--- src/rtl/core/alu8f_pkg.sv ---
`timescale 1ns / 1ps
// ----------------------------------------------------------------------------
// alu8f_pkg
// Shared types and constants for the eight-bit ALU with Z/N/H/C flags.
// ----------------------------------------------------------------------------
package alu8f_pkg;

  // Flag bit positions in a 4-bit flag nibble
  localparam int unsigned FlagZ = 3;
  localparam int unsigned FlagN = 2;
  localparam int unsigned FlagH = 1;
  localparam int unsigned FlagC = 0;

  // Operation codes; other codes of the 5-bit field are no-ops
  typedef enum logic [4:0] {
    OP_ADD  = 5'd0,
    OP_ADC  = 5'd1,
    OP_SUB  = 5'd2,
    OP_SBC  = 5'd3,
    OP_AND  = 5'd4,
    OP_XOR  = 5'd5,
    OP_OR   = 5'd6,
    OP_CP   = 5'd7,
    OP_RLC  = 5'd8,
    OP_RRC  = 5'd9,
    OP_RL   = 5'd10,
    OP_RR   = 5'd11,
    OP_SLA  = 5'd12,
    OP_SRA  = 5'd13,
    OP_SWAP = 5'd14,
    OP_SRL  = 5'd15,
    OP_BIT  = 5'd16
  } alu_op_e;

  // Decode stage payload
  typedef struct packed {
    alu_op_e     op;
    logic [7:0]  a;
    logic [7:0]  b;
    logic [7:0]  b_add;   // adder operand, inverted for subtract
    logic        c_add;   // adder carry in
    logic [3:0]  flags;
    logic [2:0]  idx;
  } dec_t;

  // Execute stage payload
  typedef struct packed {
    logic [7:0]  res;
    logic        z_from_res;  // Z comes from res == 0, else from z_alt
    logic        z_alt;
    logic        n;
    logic        h;
    logic        c;
    logic        wb;
  } exe_t;

endpackage

--- src/rtl/core/alu8f_exec.sv ---
`timescale 1ns / 1ps
// ----------------------------------------------------------------------------
// alu8f_exec
// Execute logic: adder, logic ops, shifts/rotates, swap and bit test.
// ----------------------------------------------------------------------------
module alu8f_exec
  import alu8f_pkg::*;
(
  input  dec_t dec_i,
  output exe_t exe_o
);

  logic [4:0] sum_lo;
  logic [8:0] sum;

  assign sum_lo = {1'b0, dec_i.a[3:0]} + {1'b0, dec_i.b_add[3:0]} + {4'b0, dec_i.c_add};
  assign sum    = {1'b0, dec_i.a} + {1'b0, dec_i.b_add} + {8'b0, dec_i.c_add};

  always_comb begin
    exe_o            = '0;
    exe_o.z_from_res = 1'b1;
    exe_o.wb         = 1'b1;
    unique case (dec_i.op)
      OP_ADD, OP_ADC: begin
        exe_o.res = sum[7:0];
        exe_o.h   = sum_lo[4];
        exe_o.c   = sum[8];
      end
      OP_SUB, OP_SBC, OP_CP: begin
        // carry out of a + ~b + ~cin is the inverse of the borrow
        exe_o.res = sum[7:0];
        exe_o.n   = 1'b1;
        exe_o.h   = ~sum_lo[4];
        exe_o.c   = ~sum[8];
        exe_o.wb  = (dec_i.op != OP_CP);
      end
      OP_AND: begin
        exe_o.res = dec_i.a & dec_i.b;
        exe_o.h   = 1'b1;
      end
      OP_XOR: exe_o.res = dec_i.a ^ dec_i.b;
      OP_OR:  exe_o.res = dec_i.a | dec_i.b;
      OP_RLC: begin
        exe_o.res = {dec_i.b[6:0], dec_i.b[7]};
        exe_o.c   = dec_i.b[7];
      end
      OP_RRC: begin
        exe_o.res = {dec_i.b[0], dec_i.b[7:1]};
        exe_o.c   = dec_i.b[0];
      end
      OP_RL: begin
        exe_o.res = {dec_i.b[6:0], dec_i.flags[FlagC]};
        exe_o.c   = dec_i.b[7];
      end
      OP_RR: begin
        exe_o.res = {dec_i.flags[FlagC], dec_i.b[7:1]};
        exe_o.c   = dec_i.b[0];
      end
      OP_SLA: begin
        exe_o.res = {dec_i.b[6:0], 1'b0};
        exe_o.c   = dec_i.b[7];
      end
      OP_SRA: begin
        exe_o.res = {dec_i.b[7], dec_i.b[7:1]};
        exe_o.c   = dec_i.b[0];
      end
      OP_SWAP: exe_o.res = {dec_i.b[3:0], dec_i.b[7:4]};
      OP_SRL: begin
        exe_o.res = {1'b0, dec_i.b[7:1]};
        exe_o.c   = dec_i.b[0];
      end
      OP_BIT: begin
        exe_o.res        = dec_i.b;
        exe_o.z_from_res = 1'b0;
        exe_o.z_alt      = ~dec_i.b[dec_i.idx];
        exe_o.h          = 1'b1;
        exe_o.c          = dec_i.flags[FlagC];
        exe_o.wb         = 1'b0;
      end
      default: begin
        // unknown code: pass acc and flags, no write
        exe_o.res        = dec_i.a;
        exe_o.z_from_res = 1'b0;
        exe_o.z_alt      = dec_i.flags[FlagZ];
        exe_o.n          = dec_i.flags[FlagN];
        exe_o.h          = dec_i.flags[FlagH];
        exe_o.c          = dec_i.flags[FlagC];
        exe_o.wb         = 1'b0;
      end
    endcase
  end

endmodule

--- src/rtl/core/eight_bit_alu_with_flags.sv ---
`timescale 1ns / 1ps
// ----------------------------------------------------------------------------
// eight_bit_alu_with_flags
// Pipelined 8-bit ALU with Z/N/H/C flags: decode, execute, flag/output stage.
// ----------------------------------------------------------------------------
//  Channel  Dir  Handshake              Payload
//  s_axis   in   s_axis_tvalid/tready   req_type, acc, operand, flags_in, bit_index
//  m_axis   out  m_axis_tvalid/tready   result, flags_out, write_back
//
//  Three register stages (decode, execute, output).
//  One transfer per cycle in and out when the sink keeps tready high.
//  Each stage holds its item while the stage ahead is full and stalled,
//  and fills bubbles, so nothing is dropped or repeated.
//  Reset clears the stage valid bits only.
// ----------------------------------------------------------------------------
module eight_bit_alu_with_flags
  import alu8f_pkg::*;
(
  input  logic        clk_i,
  input  logic        rst_ni,
  input  logic        s_axis_tvalid,
  output logic        s_axis_tready,
  // [4:0] req_type, [12:5] acc, [20:13] operand, [24:21] flags_in,
  // [27:25] bit_index, [31:28] zero
  input  logic [31:0] s_axis_tdata,
  output logic        m_axis_tvalid,
  input  logic        m_axis_tready,
  // [7:0] result, [11:8] flags_out, [12] write_back, [15:13] zero
  output logic [15:0] m_axis_tdata
);

  logic       v1_q, v2_q, v3_q;
  logic       v1_d, v2_d, v3_d;
  logic       rdy1, rdy2, rdy3;
  dec_t       dec_d, dec_q;
  exe_t       exe_d, exe_q;
  logic [7:0] res_d, res_q;
  logic [3:0] flg_d, flg_q;
  logic       wb_d, wb_q;

  logic [4:0] in_op;
  logic [7:0] in_acc, in_opd;
  logic [3:0] in_flags;
  logic [2:0] in_idx;

  assign in_op    = s_axis_tdata[4:0];
  assign in_acc   = s_axis_tdata[12:5];
  assign in_opd   = s_axis_tdata[20:13];
  assign in_flags = s_axis_tdata[24:21];
  assign in_idx   = s_axis_tdata[27:25];

  // Stage handshake: a stage loads when empty or when its content moves on
  assign rdy3 = ~v3_q | m_axis_tready;
  assign rdy2 = ~v2_q | rdy3;
  assign rdy1 = ~v1_q | rdy2;
  assign s_axis_tready = rdy1;

  assign v1_d = rdy1 ? s_axis_tvalid : v1_q;
  assign v2_d = rdy2 ? v1_q : v2_q;
  assign v3_d = rdy3 ? v2_q : v3_q;

  // Decode: prepare adder operand and carry in
  always_comb begin
    dec_d.op    = alu_op_e'(in_op);
    dec_d.a     = in_acc;
    dec_d.b     = in_opd;
    dec_d.flags = in_flags;
    dec_d.idx   = in_idx;
    dec_d.b_add = in_opd;
    dec_d.c_add = 1'b0;
    unique case (alu_op_e'(in_op))
      OP_ADC: dec_d.c_add = in_flags[FlagC];
      OP_SUB, OP_CP: begin
        dec_d.b_add = ~in_opd;
        dec_d.c_add = 1'b1;
      end
      OP_SBC: begin
        dec_d.b_add = ~in_opd;
        dec_d.c_add = ~in_flags[FlagC];
      end
      default: ;
    endcase
  end

  alu8f_exec u_exec (
    .dec_i (dec_q),
    .exe_o (exe_d)
  );

  // Output stage: zero detect and flag assembly
  always_comb begin
    res_d        = exe_q.res;
    flg_d[FlagZ] = exe_q.z_from_res ? (exe_q.res == 8'h00) : exe_q.z_alt;
    flg_d[FlagN] = exe_q.n;
    flg_d[FlagH] = exe_q.h;
    flg_d[FlagC] = exe_q.c;
    wb_d         = exe_q.wb;
  end

  always_ff @(posedge clk_i or negedge rst_ni) begin
    if (!rst_ni) begin
      v1_q <= 1'b0;
      v2_q <= 1'b0;
      v3_q <= 1'b0;
    end else begin
      v1_q <= v1_d;
      v2_q <= v2_d;
      v3_q <= v3_d;
    end
  end

  always_ff @(posedge clk_i) begin
    if (rdy1) begin
      dec_q <= dec_d;
    end
    if (rdy2) begin
      exe_q <= exe_d;
    end
    if (rdy3) begin
      res_q <= res_d;
      flg_q <= flg_d;
      wb_q  <= wb_d;
    end
  end

  assign m_axis_tvalid = v3_q;
  assign m_axis_tdata  = {3'b000, wb_q, flg_q, res_q};

endmodule

--- config.mk ---
export PLATFORM = sky130hd
export DESIGN_NAME = eight_bit_alu_with_flags
export DESIGN_NICKNAME = d
export VERILOG_FILES = /design/src/rtl/core/alu8f_pkg.sv /design/src/rtl/core/alu8f_exec.sv /design/src/rtl/core/eight_bit_alu_with_flags.sv
export SDC_FILE = /design/constraint.sdc
export NUM_CORES = 1
export LEC_CHECK = 0
export ABC_AREA = 1
export ABC_CLOCK_PERIOD_IN_PS = 2400
export BUFFER_PORTS_ARGS = -buffer_cell sky130_fd_sc_hd__buf_2
export CAP_MARGIN = 15
export CORE_AREA = 2 2 74 105
export CTS_CLUSTER_DIAMETER = 30
export DETAILED_ROUTE_END_ITERATION = 8
export DIE_AREA = 0 0 76 107
export PLACE_DENSITY = 0.79
export REMOVE_ABC_BUFFERS = 1
export SETUP_SLACK_MARGIN = 0.05
export SYNTH_ARGS = -nofsm -noshare
export SYNTH_HDL_FRONTEND = slang
export SYNTH_HIERARCHICAL = 1
export SYNTH_SLANG_ARGS = --single-unit
--- constraint.sdc ---
create_clock -name clk_i -period 2.4 [get_ports clk_i]
set_input_delay 0.24 -clock clk_i [delete_from_list [all_inputs] [get_ports clk_i]]
set_output_delay 0.24 -clock clk_i [all_outputs]
set_load 0.01 [all_outputs]
; Yosys cells after proc, flatten, opt, wreduce, memory -nomap -nowiden
; Cells that the tools add are included.
; W data, S select, Z words.
[op_classes]
bitwise_logic = 14
n_eq_ne = 21
add_sub_neg = 4
reduce_logical = 15
n_lt_le_gt_ge = 1
muxes = 11
[op_table]
columns = operator, count
row1 = $pmux W8 S13, 1
row2 = $eq A5 B4 Y1 const B, 8
row3 = $eq A5 B3 Y1 const B, 5
row4 = $eq A5 B2 Y1 const B, 4
row5 = $reduce_or A16 Y1, 1
row6 = $reduce_or A14 Y1, 1
row7 = $reduce_or A13 Y1, 1
row8 = $eq A5 B1 Y1 const B, 2
row9 = $reduce_or A10 Y1, 1
row10 = $add A8 B8 Y9, 1
row11 = $add A9 B1 Y9, 1
row12 = $reduce_or A3 Y1, 3
row13 = $and A8 B8 Y8, 1
row14 = $logic_not A8 Y1, 1
row15 = $mux W8, 1
row16 = $not A8 Y8, 1
row17 = $or A8 B8 Y8, 1
row18 = $reduce_or A4 Y1, 2
row19 = $xor A8 B8 Y8, 1
row20 = $not A1 Y1, 7
row21 = $reduce_or A2 Y1, 3
row22 = $add A4 B4 Y5, 1
row23 = $add A5 B1 Y5, 1
row24 = $eq A5 B5 Y1 const B, 1
row25 = other kinds (12), 16
[totals]
elab_cells = 86
in_bits = 36
reg_bits = 67
out_inout_bits = 18

; Depth between registers and ports, before layout
[logic_depth]
depth_word = 4
ltp_mapped = 13
depth_no_buf = 13

; Cells and area by module
; Netlist, hierarchy kept.
[by_module_without_submodules]
columns = mod, instances, seq_area_each_um2, cells_per_inst, area_each_um2
row1 = eight_bit_alu_with_flags, 1, 1996.9, 146, 2379.8
row2 = alu8f_exec, 1, 0.0, 344, 1706.6

; Worst setup path before layout
; No wires, ideal clock.
[synth_timing]
path_kind = flip-flop to flip-flop
startpoint = register v3_q, in the netlist m_axis_tvalid
endpoint = register dec_q[0] in the netlist's numbering (enable)
slack_ps = 91
n_path_buf = 0
t_required_ps = 1672
setup_time_ps = 728
stages_incl_launch_ff = 2
t_arrival_ps = 1582
synth_period_minus_slack_ps = 2309
path_cell_list = dfrtp_1 -> nand4_1
[synth_via]
elab_chain_cells = 4
[synth_rtl]
columns = element, line_no
row1 = "start, declared", eight_bit_alu_with_flags.sv:32  ; logic v1_q, v2_q, v3_q;
row2 = "start signal, assigned", eight_bit_alu_with_flags.sv:108  ; v3_q <= v3_d;
row3 = $not A1 Y1, eight_bit_alu_with_flags.sv:53  ; assign rdy3 = ~v3_q | m_axis_tready;
row4 = $or A1 B1 Y1, eight_bit_alu_with_flags.sv:53
row5 = $or A1 B1 Y1, eight_bit_alu_with_flags.sv:54  ; assign rdy2 = ~v2_q | rdy3;
row6 = $or A1 B1 Y1, eight_bit_alu_with_flags.sv:55  ; assign rdy1 = ~v1_q | rdy2;
row7 = net s_axis_tready, eight_bit_alu_with_flags.sv:22  ; output logic s_axis_tready,
row8 = "end signal, assigned", eight_bit_alu_with_flags.sv:114  ; dec_q <= dec_d;
row9 = "end, declared", eight_bit_alu_with_flags.sv:35  ; dec_t dec_d, dec_q;
; The timed path passes the listed nets, and every way through them passes these cells.
; A chain may end at the register's enable or synchronous reset.

==> results_dict.tcl <==
set metrics [dict create \
    status "complete, no violations" \
    setup_viol 0 \
    grt_util_met3_pct 3.030 \
    port_buffers 46 \
    worst_setup_path_end_kind "flop" \
    worstMarginPinSlew_ns 0.7169 \
    drv_cap 0 \
    seq_area_frac_synth_pct 48.87 \
    path_clk_slew_ns 0.07 \
    hold_viol 0 \
    diodes 0 \
    synthDistinctLibCells 30 \
    syn_avg_cell_area_um2 8.340 \
    overflow 0 \
    dr.pass1.iters 5 \
    grt_setup_unrepaired "false" \
    core.rowCount 37 \
    grtUsageMet1_pct 28.48 \
    synth.top_cell.area_share_pct 47.03 \
    grt_first_pass_wirelength_um 15960 \
    cp_data_arrival_time_ns 2.15 \
    drive_gt1_share_pct 14.13 \
    clock_skew_ns 0.006584 \
    synthCells 490 \
    synth.area.top_cells "edfxtp_1, nand2_1, ha_1, inv_1, nand3_1" \
    fp.dieW_um 76 \
    clkLatencyLatePin_ns 0.35 \
    ys_seq_elements 67 \
    synth_area_um2 4086 \
    ant_nets 0 \
    ios 54 \
    vias 3437 \
    finalPower_mw 3.247 \
    dieArea_um2 8132 \
    antenna_found_initial 0 \
    synthMuxAreaShare_pct 0 \
    track_usage_pct 26.08 \
    die_h_um 107 \
    hold_depth 1 \
    cts_tree "done" \
    p_per_area_nw_per_um2 693.1 \
    postCtsResizedCells 0 \
    wl_per_cell_um 15.37 \
    synth_xor_xnor_area_share_pct 0.2143 \
    power.leakage_nw 2.342 \
    cts.sinks 67 \
    required_ns 2.48 \
    start_kind "flop" \
    path_class "reg -> reg" \
    grt_max_degree 40 \
    mostFrequentLayoutCell "nand2_1" \
    clk_path_buf_depth 2 \
    yosys.area.top_type "edfxtp_1" \
    crit_fanout 3 \
    synth_fa_ha_area_share_pct 8.022 \
    h-tree-depth 3 \
    synth_top_family_by_area "simple AND/OR/NAND/NOR gates" \
    fin_tns_setup_ns 0 \
    min_period_ns 2.067 \
    max_freq_mhz 483.8 \
    dp_hpwl_um 7756 \
    ys.warnings.count 6 \
    synth_compound_area_share_pct 4.011 \
    worstRegToRegCells 10 \
    post-cts-setup-buffers 0 \
    drc 0 \
    avgViaCountPerCell 5.296 \
    ir_worst_vdd_mv 0.5247 \
    start_util_pct 56.95 \
    syn_to_final_growth_pct 14.64 \
    top_usage_layer "met2" \
    grt_use_met2_pct 46.94 \
    nets 608 \
    min_path_type "in -> reg" \
    ctsRootBufferMaster "clkbuf_8" \
    cts_made_buffers 9 \
    drtIter0Drc 215 \
    finalMaxSlewViolations 0 \
    grt_pass1_vias 3366 \
    gp_congestion 0.9601 \
    min_period_over_period_pct 86.13 \
    wl_um 9977 \
    core_um2 7176 \
    postCtsHoldBufs 1 \
    layout_common_cells "nand2_1, inv_1, edfxtp_1, nand3_1, buf_2" \
    synth-simple-area-share_pct 30.04 \
    max_slew_margin_pct 52.07 \
]
==> through the flow <==
| stage | util, % | hold WS (ns) | instance area, um2 | std cells | setup WS (ns) |
|---|---|---|---|---|---|
| 2_1_floorplan | - | -0.05559 | 4018 | 479 | 0.09075 |
| 3_3_place_gp | 61.94 | 0.03987 | 4444 | 632 | 0.3456 |
| 3_5_place_dp | 61.94 | 0.04462 | 4444 | 632 | 0.3467 |
| 4_1_cts | 65.28 | 0.04796 | 4684 | 649 | 0.3411 |
| 5_1_grt | 65.28 | 0.05230 | 4684 | 649 | 0.1253 |
| 6_report | 65.28 | 0.06251 | 4684 | 649 | 0.3329 |
==> state kept, by name, summed over array words and instances (netlist names) <==
register / cells
res_d: 8
v1_q: 1
v2_q: 1
exe_q: 5
m_axis_tvalid: 1
res_q: 8
dec_q: 37
flg_q: 4
wb_q: 1
wb_d: 1
==> worst max-delay path, cell delays in order (launching register included) <==
cell,delay [ns]
edfxtp_1,0.41
fa_1,0.45
inv_1,0.08
fa_1,0.18
inv_1,0.05
nand2_1,0.08
nand2_1,0.10
nand3_1,0.11
nand3_1,0.08
nand3_1,0.15
nand4_1,0.13
==> synth_stat cells <==
master / n
nor2_8: 1
inv_2: 3
buf_2: 4
a21oi_1: 9
inv_1: 72
o21ai_0: 13
nor2_4: 2
nand4_1: 20
nand3_4: 1
nand3b_1: 2
nor2_1: 45
buf_4: 6
dfrtp_1: 3
a22oi_1: 2
clkbuf_1: 3
or2_2: 1
xnor2_1: 1
nand3_1: 50
nor3_1: 2
nand2_4: 1
nand2_1: 153
o211ai_1: 2
conb_1: 1
o21bai_1: 1
edfxtp_1: 64
ha_1: 23
a211oi_1: 1
and2_0: 1
a41oi_1: 1
fa_1: 2
==> routing by layer <==
metal,vias up,share of wire (%)
met2,117,52
met1,1574,38
li1,1717,-
met3,29,4.9
met4,0,4.8
met5,-,0
==> power by group <==
group	internal (mW)	switching [mW]
clock	0.677	0.397
combinational	0.208	0.390
sequential	1.47	0.105
==> logic make-up after synthesis <==
family | after synthesis
and+or+nand+nor | 279
buffers and inverters | 88
DFF | 67
AOI/OAI and AO/OA | 29
adders and majority gates | 25
xor gates and xnor gates | 1
other | 1
==> area by class of cell <==
cell class                 count  area (um2)
tap                           97       121.4
timing repair buffer          57       315.3
clock inverter                 7       106.4
inverter                      75       281.5
sequential                    67        1997
fill                         616        2491
clock buffer                   9       123.9
multi-input combinational    337        1739
==> final timing paths <==
check | slack (ns) | endpoint | from
worst max-delay path | 0.33 | res_d[6] | dec_q[7]
worst min-delay path | 0.06 | dec_q[26] | s_axis_tdata[7]
worst max register to register | 0.33 | res_d[6] | dec_q[7]
worst min register to register | 0.43 | flg_q[1] | exe_q[2]
max in group asynchronous | 2.07 | v2_q | rst_ni
min in group asynchronous | 0.22 | m_axis_tvalid | rst_ni
Note: power is estimated with default switching activity, not from simulation.
